**config.mk**
```make
export PLATFORM = sky130hd
export DESIGN_NAME = button_mode_led_controller_top
export DESIGN_NICKNAME = d
export VERILOG_FILES = /design/src/hw/rtl/bmlc_pkg.sv /design/src/hw/rtl/bmlc_cfg.sv /design/src/hw/rtl/bmlc_core.sv /design/src/hw/rtl/button_mode_led_controller_top.sv
export SDC_FILE = /design/constraint.sdc
export NUM_CORES = 1
export LEC_CHECK = 0
export ABC_AREA = 1
export BUFFER_PORTS_ARGS = -buffer_cell sky130_fd_sc_hd__buf_2
export CORE_ASPECT_RATIO = 0.6
export CORE_MARGIN = 2
export CORE_UTILIZATION = 30
export CTS_CLUSTER_DIAMETER = 40
export DETAILED_ROUTE_END_ITERATION = 10
export SYNTH_ARGS = -nofsm -noshare
export SYNTH_HDL_FRONTEND = slang
export SYNTH_HIERARCHICAL = 1
export SYNTH_SLANG_ARGS = --single-unit
```
**constraint.sdc**
```tcl
create_clock -name clk -period 3 [get_ports clk]
set_input_delay 0.45 -clock clk [delete_from_list [all_inputs] [get_ports clk]]
set_output_delay 0.45 -clock clk [all_outputs]
set_load 0.05 [all_outputs]
```
**src/hw/rtl/bmlc_pkg.sv**
```systemverilog
// Package: shared types and constants for the button mode LED controller.
`timescale 1ns / 1ps
`default_nettype none

package bmlc_pkg;

    localparam int unsigned COUNT_W = 16;
    localparam int unsigned PCT_W   = 7;
    localparam int unsigned CFG_IDX_W  = 2;
    localparam int unsigned CFG_DATA_W = 16;

    localparam logic [COUNT_W-1:0] COUNT_MAX = {COUNT_W{1'b1}};

    // Register reset values
    localparam logic [COUNT_W-1:0] LONG_TICKS_RST = 16'd1000;
    localparam logic [PCT_W-1:0]   LOW_THR_RST    = 7'd33;
    localparam logic [PCT_W-1:0]   HIGH_THR_RST   = 7'd66;

    // Register indexes
    localparam logic [CFG_IDX_W-1:0] REG_LONG_TICKS = 2'd0;
    localparam logic [CFG_IDX_W-1:0] REG_LOW_THR    = 2'd1;
    localparam logic [CFG_IDX_W-1:0] REG_HIGH_THR   = 2'd2;

    // Mode codes
    localparam logic [1:0] MODE_OFF    = 2'd0;
    localparam logic [1:0] MODE_NORMAL = 2'd1;
    localparam logic [1:0] MODE_BLUE   = 2'd2;

    // LED color codes
    localparam logic [2:0] LED_OFF    = 3'd0;
    localparam logic [2:0] LED_RED    = 3'd1;
    localparam logic [2:0] LED_YELLOW = 3'd2;
    localparam logic [2:0] LED_GREEN  = 3'd3;
    localparam logic [2:0] LED_BLUE   = 3'd4;

    // Press event codes
    localparam logic [1:0] EV_NONE  = 2'd0;
    localparam logic [1:0] EV_SHORT = 2'd1;
    localparam logic [1:0] EV_LONG  = 2'd2;

    typedef struct packed {
        logic             button_level;
        logic [PCT_W-1:0] brightness_percent;
    } in_word_t;

    typedef struct packed {
        logic [1:0] current_mode;
        logic [2:0] led_color;
        logic [1:0] press_event;
        logic       measure_request;
    } out_word_t;

    typedef struct packed {
        logic [COUNT_W-1:0] long_press_ticks;
        logic [PCT_W-1:0]   low_threshold;
        logic [PCT_W-1:0]   high_threshold;
    } cfg_t;

endpackage

`default_nettype wire

```
**src/hw/rtl/bmlc_cfg.sv**
```systemverilog
// Configuration register file: hold press timing and brightness thresholds.
`timescale 1ns / 1ps
`default_nettype none

module bmlc_cfg (
    input  wire logic                                clk,
    input  wire logic                                rst_n,
    input  wire logic                                cfg_valid,
    output logic                                     cfg_ready,
    input  wire logic [bmlc_pkg::CFG_IDX_W-1:0]      cfg_index,
    input  wire logic [bmlc_pkg::CFG_DATA_W-1:0]     cfg_data,
    output bmlc_pkg::cfg_t                           cfg
);

    bmlc_pkg::cfg_t cfg_reg;
    bmlc_pkg::cfg_t cfg_next;

    assign cfg_ready = 1'b1;
    assign cfg       = cfg_reg;

    always_comb
    begin
        cfg_next = cfg_reg;
        if (cfg_valid)
        begin
            case (cfg_index)
                bmlc_pkg::REG_LONG_TICKS:
                    cfg_next.long_press_ticks = cfg_data[bmlc_pkg::COUNT_W-1:0];
                bmlc_pkg::REG_LOW_THR:
                    cfg_next.low_threshold = cfg_data[bmlc_pkg::PCT_W-1:0];
                bmlc_pkg::REG_HIGH_THR:
                    cfg_next.high_threshold = cfg_data[bmlc_pkg::PCT_W-1:0];
                default:
                    cfg_next = cfg_reg;  // unmapped index: drop the write
            endcase
        end
    end

    always_ff @(posedge clk or negedge rst_n)
    begin
        if (!rst_n)
        begin
            cfg_reg.long_press_ticks <= bmlc_pkg::LONG_TICKS_RST;
            cfg_reg.low_threshold    <= bmlc_pkg::LOW_THR_RST;
            cfg_reg.high_threshold   <= bmlc_pkg::HIGH_THR_RST;
        end
        else
        begin
            cfg_reg <= cfg_next;
        end
    end

endmodule

`default_nettype wire

```
**src/hw/rtl/bmlc_core.sv**
```systemverilog
// Press detector and mode update: hold counter, mode register, LED color.
`timescale 1ns / 1ps
`default_nettype none

module bmlc_core (
    input  wire logic                 clk,
    input  wire logic                 rst_n,
    input  wire logic                 step,
    input  wire bmlc_pkg::in_word_t   in_word,
    input  wire bmlc_pkg::cfg_t       cfg,
    output bmlc_pkg::out_word_t       result
);

    logic [1:0]                   mode_reg, mode_next;
    logic                         held_reg, held_next;
    logic                         done_reg, done_next;
    logic [bmlc_pkg::COUNT_W-1:0] count_reg, count_next;
    logic [1:0]                   event_c;
    logic                         measure_c;
    logic [2:0]                   color_c;

    always_comb
    begin
        mode_next  = mode_reg;
        held_next  = held_reg;
        done_next  = done_reg;
        count_next = count_reg;
        event_c    = bmlc_pkg::EV_NONE;
        measure_c  = 1'b0;

        if (in_word.button_level)
        begin
            if (!held_reg)
            begin
                held_next  = 1'b1;
                done_next  = 1'b0;
                count_next = {{(bmlc_pkg::COUNT_W-1){1'b0}}, 1'b1};
            end
            else if (count_reg != bmlc_pkg::COUNT_MAX)
            begin
                count_next = count_reg + 1'b1;
            end

            if (!done_next && (count_next >= cfg.long_press_ticks))
            begin
                done_next = 1'b1;
                event_c   = bmlc_pkg::EV_LONG;
                if (mode_reg == bmlc_pkg::MODE_NORMAL || mode_reg == bmlc_pkg::MODE_BLUE)
                begin
                    mode_next = bmlc_pkg::MODE_OFF;
                end
                else
                begin
                    mode_next = bmlc_pkg::MODE_NORMAL;
                    measure_c = 1'b1;
                end
            end
        end
        else if (held_reg)
        begin
            if (!done_reg)
            begin
                event_c = bmlc_pkg::EV_SHORT;
                if (mode_reg == bmlc_pkg::MODE_NORMAL)
                begin
                    mode_next = bmlc_pkg::MODE_BLUE;
                end
                else if (mode_reg == bmlc_pkg::MODE_BLUE)
                begin
                    mode_next = bmlc_pkg::MODE_NORMAL;
                    measure_c = 1'b1;
                end
            end
            held_next  = 1'b0;
            done_next  = 1'b0;
            count_next = '0;
        end
    end

    always_comb
    begin
        case (mode_next)
            bmlc_pkg::MODE_BLUE:
                color_c = bmlc_pkg::LED_BLUE;
            bmlc_pkg::MODE_NORMAL:
            begin
                if (in_word.brightness_percent < cfg.low_threshold)
                    color_c = bmlc_pkg::LED_RED;
                else if (in_word.brightness_percent < cfg.high_threshold)
                    color_c = bmlc_pkg::LED_YELLOW;
                else
                    color_c = bmlc_pkg::LED_GREEN;
            end
            default:
                color_c = bmlc_pkg::LED_OFF;
        endcase
    end

    assign result.current_mode    = mode_next;
    assign result.led_color       = color_c;
    assign result.press_event     = event_c;
    assign result.measure_request = measure_c;

    always_ff @(posedge clk or negedge rst_n)
    begin
        if (!rst_n)
        begin
            mode_reg  <= bmlc_pkg::MODE_NORMAL;
            held_reg  <= 1'b0;
            done_reg  <= 1'b0;
            count_reg <= '0;
        end
        else if (step)
        begin
            mode_reg  <= mode_next;
            held_reg  <= held_next;
            done_reg  <= done_next;
            count_reg <= count_next;
        end
    end

endmodule

`default_nettype wire

```
**src/hw/rtl/button_mode_led_controller_top.sv**
```systemverilog
// Top level: input word register, press/mode core, result word register, config port.
`timescale 1ns / 1ps
`default_nettype none

// An accepted word is staged in the input register, its result in the result register,
// then shown on out_valid. One word per cycle unless out_stall holds: the two-stage (input
// and result registers) pipeline advances whenever the result register is empty or being taken.
// Reset (rst_n, async, active low): mode normal, hold counter and flags clear,
// registers at 1000 / 33 / 66 ticks and percent, both pipeline stages empty.
// cfg_ready is always high; a write to an index beyond 2 is dropped.

module button_mode_led_controller_top (
    input  wire logic                             clk,
    input  wire logic                             rst_n,
    input  wire logic                             in_valid,
    output logic                                  in_stall,
    input  wire bmlc_pkg::in_word_t               in_word,
    output logic                                  out_valid,
    input  wire logic                             out_stall,
    output bmlc_pkg::out_word_t                   out_word,
    input  wire logic                             cfg_valid,
    output logic                                  cfg_ready,
    input  wire logic [bmlc_pkg::CFG_IDX_W-1:0]   cfg_index,
    input  wire logic [bmlc_pkg::CFG_DATA_W-1:0]  cfg_data
);

    bmlc_pkg::cfg_t      cfg;
    bmlc_pkg::in_word_t  s1_word_reg;
    logic                s1_valid_reg, s1_valid_next;
    bmlc_pkg::out_word_t result;
    bmlc_pkg::out_word_t out_word_reg;
    logic                out_valid_reg, out_valid_next;
    logic                advance;
    logic                step;
    logic                in_take;

    // The result register can load when it is empty or its word leaves this cycle.
    assign advance  = !out_valid_reg || !out_stall;
    // Process the staged input word when the result register has room for it.
    assign step     = s1_valid_reg && advance;
    // Hold the input side only when the staged word cannot move on.
    assign in_stall = s1_valid_reg && !advance;
    assign in_take  = in_valid && !in_stall;

    assign out_valid = out_valid_reg;
    assign out_word  = out_word_reg;

    assign s1_valid_next  = in_take || (s1_valid_reg && !step);
    assign out_valid_next = step || (out_valid_reg && out_stall);

    bmlc_cfg u_cfg (
        .clk       (clk),
        .rst_n     (rst_n),
        .cfg_valid (cfg_valid),
        .cfg_ready (cfg_ready),
        .cfg_index (cfg_index),
        .cfg_data  (cfg_data),
        .cfg       (cfg)
    );

    // Core state commits only on step, so each word sees the state left by the one before.
    bmlc_core u_core (
        .clk     (clk),
        .rst_n   (rst_n),
        .step    (step),
        .in_word (s1_word_reg),
        .cfg     (cfg),
        .result  (result)
    );

    always_ff @(posedge clk or negedge rst_n)
    begin
        if (!rst_n)
        begin
            s1_valid_reg  <= 1'b0;
            out_valid_reg <= 1'b0;
        end
        else
        begin
            s1_valid_reg  <= s1_valid_next;
            out_valid_reg <= out_valid_next;
        end
    end

    // Payload registers: no reset, load only on their handshake.
    always_ff @(posedge clk)
    begin
        if (in_take)
        begin
            s1_word_reg <= in_word;
        end
        if (step)
        begin
            out_word_reg <= result;
        end
    end

endmodule

`default_nettype wire
```
# == Yosys cells after proc, flatten, opt, wreduce, memory -nomap -nowiden ==
# Index checks and enable logic that the tools add are counted.
# totals
ff_bits,68
in_bits,31
word_cells,80
# op_classes
n_mux,32
addsub,1
magnitude_cmp,3
reduce_logical,22
n_eq_ne,7
# ops
op,n
2-to-1 mux 16 bit,5
2-to-1 mux 2 bit,9
adder 16 x 1 -> 16 bit (second input constant),1
greater-or-equal comparator 16 bit,1
2-to-1 mux 1 bit,16
inequality test 16 bit (second input constant),1
less-than comparator 7 bit,2
AND reduction 2 bit,4
equality test 2 x 1 -> 1 bit (second input constant),3
equality test 2 bit (second input constant),3
logical AND 1 bit,6
zero test 1 bit,6
case mux 3 bit (2 select lines),1
logical OR 1 bit,4
2-to-1 mux 3 bit,1
zero test 2 bit,1
nonzero test 2 bit,1

# == Depth between registers and ports, before layout ==
# Gate-level depths: netlist (run 1).
# depth
depth_word,10
ltp_mapped,25

# == Hierarchy ==
# The synthesis (run 1) kept the hierarchy.
# by_module_without_submodules
module,area_each_um2,cells_each,n_inst
bmlc_core,2190.9,333,1
bmlc_cfg,1277.5,136,1
button_mode_led_controller_top,575.6,28,1

# == Least setup slack after synthesis (run 1) ==
# No wires, ideal clock.
# synth_timing
kind,register -> register
startpoint,register u_core/count_reg[0] (netlist bit)
endpoint,"register out_word_reg, in the netlist out_word[4], data pin"
setup_ps,255
n_path_buf,0
setup_slack_ps,-34
path_stages_with_launch,23
arrival_ps,2779
required_time_ps,2745
cell_sequence,dfrtp_1 > ha_1 > nand2_1 > nor2_4 > nand3_2 > nor2_2 > nand3_1 > o211ai_1 > inv_1 > ha_1 > nand2_1 > nand2_1 > nand2_1 > nand2_1 > nand2_1 > nand2_1 > nand2_1 > nand2_1 > nand2_1 > nand2_1 > nand3_1 > ha_1 > and2_1
# synth_rtl
item,line,text
"start, declared",bmlc_core.sv:17,"logic [bmlc_pkg::COUNT_W-1:0] count_reg, count_next;"
"start signal, assigned",bmlc_core.sv:118,count_reg <= count_next;
"end signal, assigned",button_mode_led_controller_top.sv:94,out_word_reg <= result;
"end, declared",button_mode_led_controller_top.sv:31,bmlc_pkg::out_word_t out_word_reg;

==> results of run 1 <==
## per-stage QoR
stage	worst slack (ns)	hold WS, ns	util	cell area, µm²	cells
floorplan	0.0234	0.154	-	4050	497
global placement	-0.183	0.453	0.366	4760	744
detailed placement	-0.280	0.458	0.366	4760	744
CTS	-0.0975	0.125	0.404	5260	766
global route	-0.336	0.158	0.407	5300	766
finish	-0.157	0.116	0.407	5300	766
## where the power goes
group / total, W / switching, W / internal, W
clock: 0.00110 / 0.000401 / 0.000695
combinational: 0.000754 / 0.000471 / 0.000283
sequential: 0.00117 / 0.0000742 / 0.00109
total: 0.00302 / 0.000946 / 0.00207
## synth_stat cells (all sizes together), types with 3 or more instances
cell type	instances	share of area
a21oi	20	0.026
buf	11	0.020
dfrtp	41	0.25
dfstp	11	0.071
edfxtp	16	0.12
ha	32	0.099
inv	86	0.080
nand2	147	0.14
nand3	41	0.054
nand4	23	0.037
nor2	19	0.026
nor3	7	0.013
o21ai	19	0.024
o22ai	12	0.019
xor2	3	0.0065
## routing by layer
| layer | wire length (µm) | up-vias | global-route usage |
|---|---|---|---|
| li1 | - | 1813 | - |
| met1 | 5870 | 1693 | 0.242 |
| met2 | 4160 | 117 | 0.219 |
| met3 | 725 | 9 | 0.0480 |
| met4 | 85 | 0 | 0.0389 |
| met5 | 0 | - | 0 |
## worst max-delay path, cell delays in order (launching register included)
cell	delay, ns
dfrtp_1	0.39
buf_4	0.14
inv_2	0.05
nor3_4	0.26
nand4_2	0.18
nor2_2	0.16
nand3_1	0.09
nand3_1	0.10
nand2_2	0.06
inv_1	0.09
ha_4	0.20
a21oi_1	0.13
o21ai_0	0.10
a21oi_1	0.19
nand2_2	0.13
buf_4	0.15
nand3_2	0.07
nand2_2	0.09
ha_4	0.18
and2_1	0.14
## cell usage in the layout, fill, tap and decap left out, types with 4 or more instances in the layout
cell type	netlist	final
nand2_1	144	133
inv_1	79	76
buf_4	3	50
buf_2	5	40
dfrtp_1	41	40
nand3_1	38	35
ha_1	32	26
nand4_1	22	22
a21oi_1	19	19
edfxtp_1	16	16
o21ai_0	15	13
o22ai_1	12	12
dfstp_2	11	11
nand2_2	2	11
nor2_1	13	11
clkbuf_16	0	10
inv_2	7	9
ha_4	0	6
buf_6	3	5
nand3_2	3	4
nor2_2	4	4
o21ai_1	3	4
## worst min path at each step
stage / start / end / slack, ns / cells past startpoint
floorplan: rst_n / out_valid / 0.15 / 0
global placement: u_cfg/cfg[17] / u_cfg/cfg[17] / 0.45 / 2
detailed placement: u_cfg/cfg[22] / u_cfg/cfg[22] / 0.46 / 2
CTS: rst_n / u_core/count_reg[13] / 0.13 / 1
global route: rst_n / u_core/count_reg[13] / 0.16 / 1
finish: rst_n / u_core/count_reg[13] / 0.12 / 1
## repair_timing
item	CTS	global route
pin swaps	24	21
buffers inserted	6	2
gates resized for setup	34	12
endpoints found under the setup margin	6	9
## cells by family (layout without fill, tap and decap cells)
kind of cell,after synthesis,count (layout),synth area share
flip-flops,68,68,0.444
buffers and inverters,100,199,0.103
adder cells (fa/ha/maj),32,32,0.0990
XOR/XNOR,3,3,0.00650
other,1,1,0.000927
AO/OA/AOI/OAI,55,55,0.0755
AND/OR/NAND/NOR,238,238,0.271
## final cells by class
class	count	area share
clock inverters	3	0.00826
multi-input cells	329	0.378
repair buffers	96	0.123
flip-flops and latches	68	0.339
inverters	87	0.0621
clock buffers	13	0.0493
well taps	170	0.0401
==> flow_metrics.tcl, run 1 <==
set metrics [dict create \
    dpl.hpwl_um 7870 \
    fin_nets 654 \
    period_share 1.05 \
    p_per_area_nw_per_um2 570 \
    initial_core_util 0.311 \
    syn_avg_cell_area_um2 8.14 \
    clock-sinks 68 \
    grt_max_degree 34 \
    diodes 0 \
    io_pins 42 \
    start_kind "register" \
    crit_end "out_word[4]" \
    rows 32 \
    leakagePower_nw 2.71 \
    drive_gt1_frac 0.290 \
    gp_congestion 0.885 \
    min_period_ns 3.16 \
    ys_types 36 \
    crit_path_max_fanout 4 \
    rrSetupSlack_ns -0.16 \
    syn_area_um2 4040 \
    max-clock-path-buffers 2 \
    slew_violations 0 \
    grt_pass1_vias 3528 \
    final_antenna_net_count 0 \
    async_reset_ff_frac 0.765 \
    io_buffers 40 \
    clk_pin_slew_ns 0.06 \
    finalPower_w 0.00302 \
    syn-num-nets 560 \
    crit_start "u_core/count_reg[1]" \
    r2r_cells 19 \
    multi_input_area_um2 2000 \
    numCtsBuffers 9 \
    rsz0062_at_grt "yes" \
    routed_via_density 4.74 \
    fillCellCount 1315 \
    seqCellArea_um2 1800 \
    area_growth_pct 31.1 \
    fp.dieArea_um2 14500 \
    end_kind "register" \
    hp-class "input pin to asynchronous set/reset pin" \
    synth-edff-count 16 \
    status "finished, violations left" \
    fin_tns_setup_ns -0.552 \
    coreArea_um2 13000 \
    drt_iter0_drc 291 \
    vdd_drop_max_uv 313 \
    fin_skew_ns 0.00775 \
    netlist_instances 497 \
    seq_area_frac_synth 0.444 \
    globalRouteOverflowTotal 0 \
    vias 3632 \
    synth_seq_cells 68 \
    fin_ws_ns -0.157 \
    arrival_ns 3.25 \
    hold_buffers 0 \
    worst_pin_slew_ns 0.642 \
    cts_max_level 3 \
    r2r_start "u_core/count_reg[1]" \
    path_class "register to register" \
    drc 0 \
    root_buffer "clkbuf_16" \
    antenna_found_initial 0 \
    finalHoldViolCount 0 \
    grt_pass1_wl_um 17800 \
    track_usage 0.160 \
    violations "negative setup slack" \
    wl_per_cell_um 14.1 \
    timing.slew.headroom 0.571 \
    maxCapViolations 0 \
    drt_wl_total_um 10800 \
    max_freq_ghz 0.317 \
    r2r_end "out_word[4]" \
    largest_reg_flops 30 \
    ys.flop_type "dfrtp_1" \
    die_y_um 93.9 \
    required_ns 3.09 \
    cts_tree "built" \
    finalSetupViolations 5 \
    fp.dieW_um 154 \
    ys_warn_count 6 \
    firstDrtPassIters 5 \
    clk_latency_ns 0.34 \
]
Power figures use the tool's default switching activity.
==> run 2: changes to the inputs <==
- CORE_UTILIZATION: 30 -> 35
- RECOVER_POWER: default -> 50
- clock period: 3 -> 3.25 ns (I/O delays scaled with it)
==> flow_metrics.tcl, run 2 (synthesis gave the netlist of run 1 again) <==
set metrics [dict create \
    final_common_cell "nand2_1" \
    r2r_end "out_word[5]" \
    coreArea_um2 11300 \
    arrival_ns 3.33 \
    rsz0062_at_grt "yes" \
    final_antenna_net_count 0 \
    status "complete, no violations" \
    fp.dieArea_um2 12500 \
    clk_latency_ns 0.33 \
    cp_slowest_cell "dfrtp_1" \
    start_kind "register" \
    grt_max_degree 53 \
    drc 0 \
    period_share 0.998 \
    crit_family "simple AND/OR/NAND/NOR gates" \
    finalSetupViolations 0 \
    fin_nets 616 \
    cp_num_buf_inv 3 \
    io_pins 42 \
    finalHoldViolCount 0 \
    cts_tree "built" \
    layout_common_cells "nand2_1, inv_1, dfrtp_1" \
    worst_pin_slew_ns 1.33 \
    r2r_cells 20 \
    max_freq_ghz 0.308 \
    hp-class "input pin to register" \
    track_usage 0.175 \
    drt_wl_total_um 9880 \
    crit_chain "ha_2, nand2_2, nor2_4, nand3_2, nor2_4, nand3_4, o211ai_1, inv_1, ha_4, nand4_1, nor2_1, nor2_1, nand2_1, nand2_1, nand2_2, nand4_1, nand3_2, buf_6, inv_4, ha_4" \
    die_y_um 87.3 \
    worstHoldStart "in_word[0]" \
    min_period_ns 3.24 \
    numCtsBuffers 9 \
    grt_pass1_wl_um 16700 \
    cts_max_level 3 \
    fp.dieW_um 143 \
    end_kind "register" \
    initial_core_util 0.358 \
    fin_skew_ns 0.00793 \
    maxCapViolations 0 \
    drive_gt1_frac 0.211 \
    rrSetupSlack_ns 0.008 \
    gp_congestion 0.899 \
    slew_violations 0 \
    final_util 0.429 \
    wl_per_cell_um 13.8 \
    holdPathEnd "s1_word_reg[0]" \
    finalPower_w 0.00266 \
    path_class "register to register" \
    leakagePower_nw 2.47 \
    vdd_drop_max_uv 263 \
    grt_pass1_vias 3403 \
    max-clock-path-buffers 2 \
    fin_tns_setup_ns 0 \
    place_ws_ns -0.163 \
    required_ns 3.34 \
    rows 30 \
    clk_pin_slew_ns 0.06 \
    antenna_found_initial 0 \
    drt_iter0_drc 297 \
    routed_via_density 4.80 \
    clock-sinks 68 \
    largest_reg_flops 30 \
    hold_path_depth 1 \
    diodes 0 \
    globalRouteOverflowTotal 0 \
    fillCellCount 1158 \
    crit_path_max_fanout 5 \
    p_per_area_nw_per_um2 549 \
    io_buffers 40 \
    r2r_start "u_core/count_reg[1]" \
    timing.slew.headroom 0.114 \
    fin_ws_ns 0.00791 \
    root_buffer "clkbuf_16" \
    critPathMaxStageDelay_ns 0.37 \
    vias 3449 \
    firstDrtPassIters 4 \
    area_growth_pct 20.0 \
    dpl.hpwl_um 7290 \
]
## run 2: changes by cell type in the layout (fill, tap and decap cells not counted), sizes merged
cell      before  now
clkinvlp       0    2
clkinv         3    2
clkbuf        13   16
bufinv         1    0
buf           96   55
## run 2: worst max-delay path by stage
stage / slack, ns / start / end / depth (start not counted)
after floorplan: 0.22 / u_core/count_reg[0] / out_word[4] / 22
after global placement: -0.02 / u_core/count_reg[1] / out_word[4] / 22
after detailed placement: -0.16 / u_core/count_reg[1] / out_word[5] / 22
after CTS: 0.02 / u_core/count_reg[0] / out_word[4] / 22
after global routing: -0.27 / u_core/count_reg[1] / out_word[5] / 22
final: 0.008 / u_core/count_reg[1] / out_word[5] / 20
## run 2: repair_timing
action                     4_1_cts  5_1_grt
setup endpoints to repair        3        6
pin swaps                        3       16
setup buffers                    2        4
hold buffers                     0        0
resized for setup                9       13
## run 2: area by class of cell
cell class	count	area, µm²	share of cell area
Multi-Input combinational cell	329	1900	0.392
Tap cell	160	200	0.0413
Sequential cell	68	1800	0.370
Timing Repair Buffer	58	332	0.0684
Clock inverter	3	20.0	0.00413
Clock buffer	13	272	0.0560
Inverter	87	329	0.0678
## run 2: stage by stage
stage                     hold slack, ns  area [µm²]  cells
after floorplan                    0.192        4040    497
after global placement             0.454        4450    696
after detailed placement           0.458        4450    696
after CTS                          0.304        4790    714
after global routing               0.312        4850    718
final                              0.327        4850    718
## run 2: where the power goes
group	switching, W	leakage (nW)	internal, W
Combinational	0.000418	1.53	0.000229
Sequential	0.0000621	0.804	0.00101
Clock	0.000359	0.137	0.000583
## run 2: per-layer routing
layer  track usage  up-vias  part of all wire
met5             0        -                 0
met4        0.0513        0            0.0062
met3        0.0434        7             0.069
met2         0.239      114              0.38
met1         0.270     1593              0.54
li1              -     1735                 -
